$ cat src/hw/rtl/pps_pkg.sv
// ----------------------------------------------------------------------------
// pps_pkg: shared definitions for the preemptive priority scheduler
// Table sizing, field widths, codes, controller state, the command and status
// bundles between controller and datapath, and the time helper.
// ----------------------------------------------------------------------------
package pps_pkg;

   // Table size and derived widths
   localparam int MAX_TASKS  = 16;
   localparam int TASK_IDX_W = (MAX_TASKS > 1) ? $clog2(MAX_TASKS) : 1;
   localparam int TASK_CNT_W = $clog2(MAX_TASKS + 1);

   // Field widths fixed by the interface
   localparam int TIME_W     = 32;
   localparam int ARRIVAL_W  = 16;
   localparam int BURST_W    = 16;
   localparam int PRIO_W     = 8;
   localparam int TASK_NUM_W = 5;

   localparam logic [TIME_W-1:0] TIME_MAX = '1;

   // Item kinds carried in req_tuser
   localparam logic FUNC_LOAD = 1'b0;
   localparam logic FUNC_TICK = 1'b1;

   // One table entry as held in the task RAM
   typedef struct packed {
      logic [ARRIVAL_W-1:0] arrival;
      logic [BURST_W-1:0]   remaining;
      logic [PRIO_W-1:0]    priority_num;
   } entry_type;

   // Request payload, lowest field in the lowest bits
   typedef struct packed {
      logic [PRIO_W-1:0]    task_priority;
      logic [BURST_W-1:0]   burst_length;
      logic [ARRIVAL_W-1:0] ready_tick;
   } req_payload_type;

   // Result payload, lowest field in the lowest bits
   typedef struct packed {
      logic [TIME_W-1:0]     tick_time;
      logic                  load_error;
      logic                  all_done;
      logic [TIME_W-1:0]     finish_time;
      logic                  task_finished;
      logic [TASK_NUM_W-1:0] running_task;
   } rsp_payload_type;

   typedef enum logic [2:0] {
      ST_IDLE,
      ST_SCAN,
      ST_LAST,
      ST_UPDATE,
      ST_OUT
   } state_type;

   // Controller to datapath
   typedef struct packed {
      logic load_en;
      logic tick_start;
      logic scan_step;
      logic update_en;
      logic out_load;
   } ctrl_cmd_type;

   // Datapath to controller
   typedef struct packed {
      logic table_empty;
      logic scan_last;
      logic out_free;
   } dp_status_type;

   // Saturating increment of the time counter
   function automatic logic [TIME_W-1:0] sat_inc(input logic [TIME_W-1:0] v);
      return (v == TIME_MAX) ? v : v + TIME_W'(1);
   endfunction

endpackage

$ cat src/hw/rtl/pps_ram.sv
// ----------------------------------------------------------------------------
// pps_ram: generic single-write, single-read RAM
// One write port and one read port with registered read data.
// ----------------------------------------------------------------------------
module pps_ram #(
   parameter int WIDTH = 8,
   parameter int DEPTH = 16
) (
   input  logic                                     clock,
   input  logic                                     wr_en,
   input  logic [((DEPTH > 1) ? $clog2(DEPTH) : 1)-1:0] wr_addr,
   input  logic [WIDTH-1:0]                         wr_data,
   input  logic [((DEPTH > 1) ? $clog2(DEPTH) : 1)-1:0] rd_addr,
   output logic [WIDTH-1:0]                         rd_data
);

   logic [WIDTH-1:0] mem_ff [DEPTH];
   logic [WIDTH-1:0] rd_data_ff;

   always_ff @(posedge clock) begin
      if (wr_en) begin
         mem_ff[wr_addr] <= wr_data;
      end
      rd_data_ff <= mem_ff[rd_addr];
   end

   assign rd_data = rd_data_ff;

endmodule

$ cat src/hw/rtl/pps_ctrl.sv
// ----------------------------------------------------------------------------
// pps_ctrl: scheduler controller
// Sequences load, scan, write-back and result hand-over for one item at a time.
// ----------------------------------------------------------------------------
module pps_ctrl (
   input  logic                   clock,
   input  logic                   reset,
   input  logic                   req_tvalid,
   output logic                   req_tready,
   input  logic                   req_func,
   input  pps_pkg::dp_status_type status,
   output pps_pkg::ctrl_cmd_type  cmd
);

   pps_pkg::state_type state_ff;
   pps_pkg::state_type state_in;

   always_ff @(posedge clock) begin
      if (reset) begin
         state_ff <= pps_pkg::ST_IDLE;
      end else begin
         state_ff <= state_in;
      end
   end

   always_comb begin
      state_in   = state_ff;
      cmd        = '0;
      req_tready = 1'b0;
      case (state_ff)
         pps_pkg::ST_IDLE: begin
            req_tready = 1'b1;
            if (req_tvalid) begin
               if (req_func == pps_pkg::FUNC_LOAD) begin
                  cmd.load_en = 1'b1;
                  state_in    = pps_pkg::ST_OUT;
               end else begin
                  cmd.tick_start = 1'b1;
                  state_in = status.table_empty ? pps_pkg::ST_UPDATE : pps_pkg::ST_SCAN;
               end
            end
         end
         pps_pkg::ST_SCAN: begin
            cmd.scan_step = 1'b1;
            if (status.scan_last) begin
               state_in = pps_pkg::ST_LAST;
            end
         end
         pps_pkg::ST_LAST: begin
            // The last entry's read data is compared in this cycle.
            state_in = pps_pkg::ST_UPDATE;
         end
         pps_pkg::ST_UPDATE: begin
            cmd.update_en = 1'b1;
            state_in      = pps_pkg::ST_OUT;
         end
         pps_pkg::ST_OUT: begin
            if (status.out_free) begin
               cmd.out_load = 1'b1;
               state_in     = pps_pkg::ST_IDLE;
            end
         end
         default: begin
            state_in = pps_pkg::ST_IDLE;
         end
      endcase
   end

endmodule

$ cat src/hw/rtl/pps_datapath.sv
// ----------------------------------------------------------------------------
// pps_datapath: scheduler datapath
// Task RAM, done marks, counters, the scan comparator and the result register.
// ----------------------------------------------------------------------------
module pps_datapath (
   input  logic                                 clock,
   input  logic                                 reset,
   input  pps_pkg::ctrl_cmd_type                cmd,
   input  logic [pps_pkg::ARRIVAL_W-1:0]        ready_tick,
   input  logic [pps_pkg::BURST_W-1:0]          burst_length,
   input  logic [pps_pkg::PRIO_W-1:0]           task_priority,
   output pps_pkg::dp_status_type               status,
   output logic                                 rsp_tvalid,
   input  logic                                 rsp_tready,
   output pps_pkg::rsp_payload_type             rsp_payload
);

   localparam int IW = pps_pkg::TASK_IDX_W;
   localparam int CW = pps_pkg::TASK_CNT_W;
   localparam int TW = pps_pkg::TIME_W;

   // Control state
   logic [CW-1:0]                 entry_count_ff, entry_count_in;
   logic [CW-1:0]                 finished_count_ff, finished_count_in;
   logic [TW-1:0]                 time_ff, time_in;
   logic [pps_pkg::MAX_TASKS-1:0] done_ff, done_in;
   logic                          cmp_valid_ff, cmp_valid_in;
   logic                          found_ff, found_in;
   logic                          rsp_valid_ff, rsp_valid_in;

   // Payload state
   logic [IW-1:0]                 scan_idx_ff, scan_idx_in;
   logic [IW-1:0]                 cmp_idx_ff, cmp_idx_in;
   logic [IW-1:0]                 best_idx_ff, best_idx_in;
   pps_pkg::entry_type            best_ff, best_in;
   pps_pkg::rsp_payload_type      res_ff, res_in;
   pps_pkg::rsp_payload_type      rsp_data_ff, rsp_data_in;

   // RAM ports
   logic                          wr_en;
   logic [IW-1:0]                 wr_addr;
   pps_pkg::entry_type            wr_data;
   pps_pkg::entry_type            rd_data;

   // Working values
   logic                          table_full;
   logic                          burst_zero;
   logic                          eligible;
   logic [pps_pkg::BURST_W-1:0]   new_rem;
   logic                          done_now;
   logic [IW+5:0]                 task_num_wide;

   pps_ram #(
      .WIDTH ($bits(pps_pkg::entry_type)),
      .DEPTH (pps_pkg::MAX_TASKS)
   ) u_task_ram (
      .clock   (clock),
      .wr_en   (wr_en),
      .wr_addr (wr_addr),
      .wr_data (wr_data),
      .rd_addr (scan_idx_ff),
      .rd_data (rd_data)
   );

   assign table_full    = (entry_count_ff == CW'(pps_pkg::MAX_TASKS));
   assign burst_zero    = (burst_length == '0);
   assign eligible      = !done_ff[cmp_idx_ff] && (TW'(rd_data.arrival) <= time_ff);
   assign new_rem       = (best_ff.remaining == '0) ? '0 :
                          best_ff.remaining - pps_pkg::BURST_W'(1);
   assign done_now      = found_ff && (new_rem == '0);
   assign task_num_wide = (IW+6)'(best_idx_ff) + (IW+6)'(1);

   always_comb begin
      entry_count_in    = entry_count_ff;
      finished_count_in = finished_count_ff;
      time_in           = time_ff;
      done_in           = done_ff;
      cmp_valid_in      = 1'b0;
      found_in          = found_ff;
      scan_idx_in       = scan_idx_ff;
      cmp_idx_in        = cmp_idx_ff;
      best_idx_in       = best_idx_ff;
      best_in           = best_ff;
      res_in            = res_ff;
      wr_en             = 1'b0;
      wr_addr           = entry_count_ff[IW-1:0];
      wr_data           = '{arrival: ready_tick, remaining: burst_length,
                            priority_num: task_priority};

      // Load: append to the table unless it is full.
      if (cmd.load_en) begin
         if (!table_full) begin
            wr_en                            = 1'b1;
            done_in[entry_count_ff[IW-1:0]]  = burst_zero;
            finished_count_in = finished_count_ff + CW'(burst_zero);
            entry_count_in    = entry_count_ff + CW'(1);
         end
         res_in.running_task  = '0;
         res_in.task_finished = 1'b0;
         res_in.finish_time   = '0;
         res_in.all_done      = (finished_count_in == entry_count_in);
         res_in.load_error    = table_full;
         res_in.tick_time     = time_ff;
      end

      if (cmd.tick_start) begin
         scan_idx_in = '0;
         found_in    = 1'b0;
      end

      if (cmd.scan_step) begin
         cmp_idx_in   = scan_idx_ff;
         cmp_valid_in = 1'b1;
         scan_idx_in  = scan_idx_ff + IW'(1);
      end

      // One comparator: the entry read last cycle against the best so far.
      if (cmp_valid_ff && eligible &&
          (!found_ff || (rd_data.priority_num < best_ff.priority_num))) begin
         found_in    = 1'b1;
         best_idx_in = cmp_idx_ff;
         best_in     = rd_data;
      end

      // Write-back of the chosen task and the tick's result.
      if (cmd.update_en) begin
         if (found_ff) begin
            wr_en   = 1'b1;
            wr_addr = best_idx_ff;
            wr_data = '{arrival: best_ff.arrival, remaining: new_rem,
                        priority_num: best_ff.priority_num};
         end
         if (done_now) begin
            done_in[best_idx_ff] = 1'b1;
            finished_count_in    = finished_count_ff + CW'(1);
         end
         time_in              = pps_pkg::sat_inc(time_ff);
         res_in.running_task  = found_ff ? task_num_wide[pps_pkg::TASK_NUM_W-1:0] : '0;
         res_in.task_finished = done_now;
         res_in.finish_time   = done_now ? pps_pkg::sat_inc(time_ff) : '0;
         res_in.all_done      = (finished_count_in == entry_count_ff);
         res_in.load_error    = 1'b0;
         res_in.tick_time     = time_ff;
      end
   end

   always_comb begin
      rsp_data_in  = rsp_data_ff;
      rsp_valid_in = rsp_valid_ff;
      if (cmd.out_load) begin
         rsp_data_in  = res_ff;
         rsp_valid_in = 1'b1;
      end else if (rsp_tready) begin
         rsp_valid_in = 1'b0;
      end
   end

   always_ff @(posedge clock) begin
      if (reset) begin
         entry_count_ff    <= '0;
         finished_count_ff <= '0;
         time_ff           <= '0;
         done_ff           <= '0;
         cmp_valid_ff      <= 1'b0;
         found_ff          <= 1'b0;
         rsp_valid_ff      <= 1'b0;
      end else begin
         entry_count_ff    <= entry_count_in;
         finished_count_ff <= finished_count_in;
         time_ff           <= time_in;
         done_ff           <= done_in;
         cmp_valid_ff      <= cmp_valid_in;
         found_ff          <= found_in;
         rsp_valid_ff      <= rsp_valid_in;
      end
   end

   always_ff @(posedge clock) begin
      scan_idx_ff <= scan_idx_in;
      cmp_idx_ff  <= cmp_idx_in;
      best_idx_ff <= best_idx_in;
      best_ff     <= best_in;
      res_ff      <= res_in;
      rsp_data_ff <= rsp_data_in;
   end

   assign status.table_empty = (entry_count_ff == '0);
   assign status.scan_last   = (CW'(scan_idx_ff) == entry_count_ff - CW'(1));
   assign status.out_free    = !rsp_valid_ff || rsp_tready;
   assign rsp_tvalid         = rsp_valid_ff;
   assign rsp_payload        = rsp_data_ff;

endmodule

$ cat src/hw/rtl/preemptive_priority_scheduler.sv
// ----------------------------------------------------------------------------
// preemptive_priority_scheduler: table-based preemptive priority scheduler
// Loads task entries and, on each tick, runs the ready task with the lowest
// priority number for one time unit.
// ----------------------------------------------------------------------------
//
//   Channel   Direction   Beat contents
//   req_*     in          load a task entry (tuser 0) or advance one tick (tuser 1)
//   rsp_*     out         one result beat for every request beat
//
// A load's result is registered on acceptance and then handed over. A tick
// scans the loaded entries, or skips to write-back with an empty table: the
// task RAM has a single read port, so the scan visits one loaded entry per
// cycle, followed by the final compare, write-back and hand-over.
// Reset is synchronous; it clears the counters, the time and the done marks.
// The task RAM is not cleared, since only loaded entries are ever read.
// The result register lets the next request be accepted while a result beat
// waits on rsp_tready; that next result is held until the register frees.
//
module preemptive_priority_scheduler (
   input  logic        clock,
   input  logic        reset,
   // Request channel
   input  logic        req_tvalid,
   output logic        req_tready,
   input  logic [39:0] req_tdata,  // ready_tick[15:0], burst_length[31:16],
                                   // task_priority[39:32]
   input  logic        req_tuser,  // func: 0 load, 1 tick
   // Result channel
   output logic        rsp_tvalid,
   input  logic        rsp_tready,
   output logic [71:0] rsp_tdata   // running_task[4:0], task_finished[5],
                                   // finish_time[37:6], all_done[38],
                                   // load_error[39], tick_time[71:40]
);

   pps_pkg::ctrl_cmd_type    cmd;
   pps_pkg::dp_status_type   status;
   pps_pkg::req_payload_type req_payload;
   pps_pkg::rsp_payload_type rsp_payload;

   assign req_payload = req_tdata;
   assign rsp_tdata   = rsp_payload;

   // The controller decides when a beat is taken and which phase runs next.
   pps_ctrl u_ctrl (
      .clock      (clock),
      .reset      (reset),
      .req_tvalid (req_tvalid),
      .req_tready (req_tready),
      .req_func   (req_tuser),
      .status     (status),
      .cmd        (cmd)
   );

   // The datapath holds the table, counters and the result register.
   pps_datapath u_datapath (
      .clock         (clock),
      .reset         (reset),
      .cmd           (cmd),
      .ready_tick    (req_payload.ready_tick),
      .burst_length  (req_payload.burst_length),
      .task_priority (req_payload.task_priority),
      .status        (status),
      .rsp_tvalid    (rsp_tvalid),
      .rsp_tready    (rsp_tready),
      .rsp_payload   (rsp_payload)
   );

endmodule

$ cat config.mk
export PLATFORM = sky130hd
export DESIGN_NAME = preemptive_priority_scheduler
export DESIGN_NICKNAME = d
export VERILOG_FILES = /design/src/hw/rtl/pps_pkg.sv /design/src/hw/rtl/pps_ram.sv /design/src/hw/rtl/pps_ctrl.sv /design/src/hw/rtl/pps_datapath.sv /design/src/hw/rtl/preemptive_priority_scheduler.sv
export SDC_FILE = /design/constraint.sdc
export NUM_CORES = 1
export LEC_CHECK = 0
export BUFFER_PORTS_ARGS = -buffer_cell sky130_fd_sc_hd__buf_4
export CAP_MARGIN = 30
export CORE_MARGIN = 10
export CORE_UTILIZATION = 45
export CTS_CLUSTER_SIZE = 16
export DETAILED_ROUTE_END_ITERATION = 8
export PLACE_DENSITY = 0.71
export SLEW_MARGIN = 15
export SYNTH_ARGS = -nofsm -noshare
export SYNTH_HDL_FRONTEND = slang
export SYNTH_SLANG_ARGS = --single-unit
$ cat constraint.sdc
create_clock -name clock -period 14.3 [get_ports clock]
set_input_delay 2.145 -clock clock [delete_from_list [all_inputs] [get_ports clock]]
set_output_delay 2.145 -clock clock [all_outputs]
set_load 0.05 [all_outputs]
==> run metrics <==
Initial DRC Count 1790; HP Class reg2reg; final hold violation count 0; clk buf depth 3; Vias/cell roughly 5.7; clk slew on worst S/H paths 0.07 ns; cts repair resizes 0; Final ANT Viol Nets 0; effective utilization at floorplan 45.3%; H-tree depth 3; CTS Hold Bufs 0; min Tclk post-route 4.86 ns; first-pass GRT wire length 123000 microns; buffers added on ports about 120; io pins 119; register area share after synthesis 73.4%; clock sinks 940; number of antenna violations at the first check in global routing 1; Worst Setup End Kind register; synth unique cells 61; # setup viols final 0; ys flop type edfxtp_1; largest net degree at the start of global routing 165; Tcrit/Tclk final ~34%; dpl hpwl 46000 microns; Worst EP arrival roughly 5.3 ns; Die H 307 microns; synth warn 0; Routed Wire Length between 80000 and 90000 microns; CTS tree yes; root buf cell clkbuf_16; row count 105; TNS Setup 0 ns; Layout Nets 2305; CP Class in2reg; DIE AREA 94200 sq um; CP startpoint kind input port; vias in the first global route roughly 20000; Slew Limit Fails 0; DRC Markers 0; share of layout cells above drive strength 1 24.3%; GPL Wtd Cong 0.847; post-DR wirelength/cell about 24 microns; RSZ-0062 raised after global routing false; number of synthesized flops with an enable pin 835; total track usage 17.2%; Async SR Flop Fraction 0%; Core Box Area 81800 sq um; area grow syn2layout 14.9%; Worst slew margin 26.5%; Gate Count Post-Synth 2055; Initial DRT Pass Iterations 7; FF+latch count, synth 940; final std cells w/o fill roughly 3400; setup bufs post-CTS 0; Worst Path Max Fanout 17; cts bufs inserted 92; Syn Nets between 2000 and 2500; result of the run completed; Tightest Pin Transition 1.10 ns; dpl cells between 3000 and 4000; total congestion overflow 0; Syn Area/Cell 18.0 sq um; CP Data Required Time between 10 and 15 ns; Die X 307 microns; Max Freq 206 MHz; max_cap viols 0; post-synth design cell area 37000 sq um; VDD IR max 0.134 mV; P_leak around 14 nW; clock skew about 0.033 ns; worst-skew pair later-pin latency 0.65 ns; via count 19092; power after layout 0.00634 W; Hold WS 0.403 ns; Pwr Density about 150 nW/um^2
[cells in the final DEF (no fill, tap or decap), types with 8 or more instances in the layout]
master	n
ha_1	39
o21ai_0	29
o31ai_1	9
and3_1	14
a21oi_1	53
nand4_1	15
and2_1	24
inv_1	37
nor4_1	17
and4_1	10
edfxtp_1	835
xor2_1	31
bufinv_16	9
nor2_1	123
clkinv_2	20
mux2i_1	20
or3_1	14
mux4_2	205
xnor2_1	60
clkbuf_1	23
nor3_1	16
buf_4	167
buf_2	8
nor2_4	17
clkbuf_16	93
nor2b_1	10
clkbuf_8	8
nand3_1	51
nand2_1	131
dfxtp_1	105
[where the power goes]
group / internal (W) / total, W / switching [W]
combinational: 0.000337 / 0.000724 / 0.000387
clock: 0.00141 / 0.00242 / 0.00101
sequential: 0.00313 / 0.00320 / 0.0000669
total: 0.00488 / 0.00634 / 0.00146
[cells by family (layout without fill, tap and decap cells)]
| group | after synthesis | after routing | share of synthesized area (%) |
|---|---|---|---|
| DFF | 940 | 940 | 73.4 |
| and+or+nand+nor | 477 | 477 | 6.29 |
| muxes | 226 | 226 | 13.0 |
| buffers and inverters | 145 | 389 | 1.58 |
| AOI/OAI and AO/OA | 137 | 137 | 2.26 |
| xor gates and xnor gates | 91 | 91 | 2.15 |
| adders and majority gates | 39 | 39 | 1.32 |
| other | 0 | 2 | 0 |
[state kept, by name (all words and copies together), names as in the netlist]
name,cells
u_ctrl.state_ff,3
u_datapath.best_ff,40
u_datapath.best_idx_ff,4
u_datapath.cmp_idx_ff,4
u_datapath.cmp_valid_ff,1
u_datapath.done_ff,16
u_datapath.entry_count_ff,5
u_datapath.finished_count_ff,5
u_datapath.found_ff,1
u_datapath.res_ff,72
u_datapath.rsp_payload,72
u_datapath.rsp_tvalid,1
u_datapath.scan_idx_ff,4
u_datapath.time_ff,32
u_datapath.u_task_ram.mem_ff,640
u_datapath.u_task_ram.rd_data,40
[critical path, stage by stage]
cell and delay (ns):
buf_4 0.11, nor4_1 0.31, buf_2 0.24, and4_1 0.73
ha_1 0.31, ha_1 0.21, nand4_1 0.14, nor2_1 0.17
xnor2_1 0.12, a211o_1 0.31, o32a_1 0.18, o41ai_2 0.31
[cell type report]
| class | instances | area [sq um] |
|---|---|---|
| Tap cell | 1070 | 1340 |
| Fill cell | 6379 | 39300 |
| Clock buffer | 124 | 2520 |
| Inverter | 38 | 144 |
| Clock inverter | 48 | 548 |
| Antenna cell | 2 | 5.00 |
| Timing Repair Buffer | 179 | 1390 |
| Multi-Input combinational cell | 970 | 9420 |
| Sequential cell | 940 | 27200 |
[path summary, 6_finish.rpt]
path                                                         from                         endpoint  slack (ns)  cells after the start
worst max-delay path                                req_tdata[20]            u_datapath.res_ff[38]        9.44                     12
worst min-delay path            u_datapath.u_task_ram.rd_data[15]           u_datapath.best_ff[15]        0.40                      0
worst max register to register              u_datapath.best_ff[8]  u_datapath.finished_count_ff[2]       10.13                     12
worst min register to register  u_datapath.u_task_ram.rd_data[15]           u_datapath.best_ff[15]        0.40                      0
[routing by layer]
layer  vias to the layer above  part of all wire [%]  wire, microns  GRT usage (%)
met5                         -                     0              0              0
met4                         0                   2.5           2030           5.22
met1                      9793                    41          32900           23.1
met3                       134                   7.5           6040           3.81
li1                       8409                     -              -              -
met2                       756                    49          39400           27.8
[through the flow]
stage	setup WS [ns]	utilization [%]	cell area [sq um]
finish	9.44	52.0	42500
global route	9.17	52.0	42500
CTS	9.41	51.9	42500
detailed placement	8.74	48.2	39400
global placement	8.30	48.1	39400
floorplan	8.55	-	37000
[cells in the mapped netlist, types with 4 or more instances]
library cell | count | share of area [%]
edfxtp_1 | 835 | 68
mux4_2 | 205 | 12
nor2_1 | 140 | 1.4
nand2_1 | 132 | 1.3
dfxtp_1 | 105 | 5.7
clkbuf_1 | 75 | 0.76
xnor2_1 | 60 | 1.4
a21oi_1 | 53 | 0.72
nand3_1 | 51 | 0.69
ha_1 | 39 | 1.3
inv_1 | 38 | 0.39
o21ai_0 | 32 | 0.43
xor2_1 | 31 | 0.73
and2_1 | 24 | 0.41
mux2i_1 | 20 | 0.54
buf_1 | 18 | 0.18
nor3_1 | 17 | 0.23
nor4_1 | 17 | 0.29
nand4_1 | 15 | 0.25
and3_1 | 14 | 0.24
or3_1 | 14 | 0.24
and4_1 | 10 | 0.24
nor2b_1 | 10 | 0.17
o31ai_1 | 9 | 0.18
buf_2 | 8 | 0.11
nand3b_1 | 7 | 0.14
nor3b_1 | 7 | 0.14
o21a_1 | 7 | 0.14
a21o_1 | 6 | 0.12
a31oi_1 | 5 | 0.084
buf_4 | 4 | 0.081
Power figures use the tool's default switching activity.
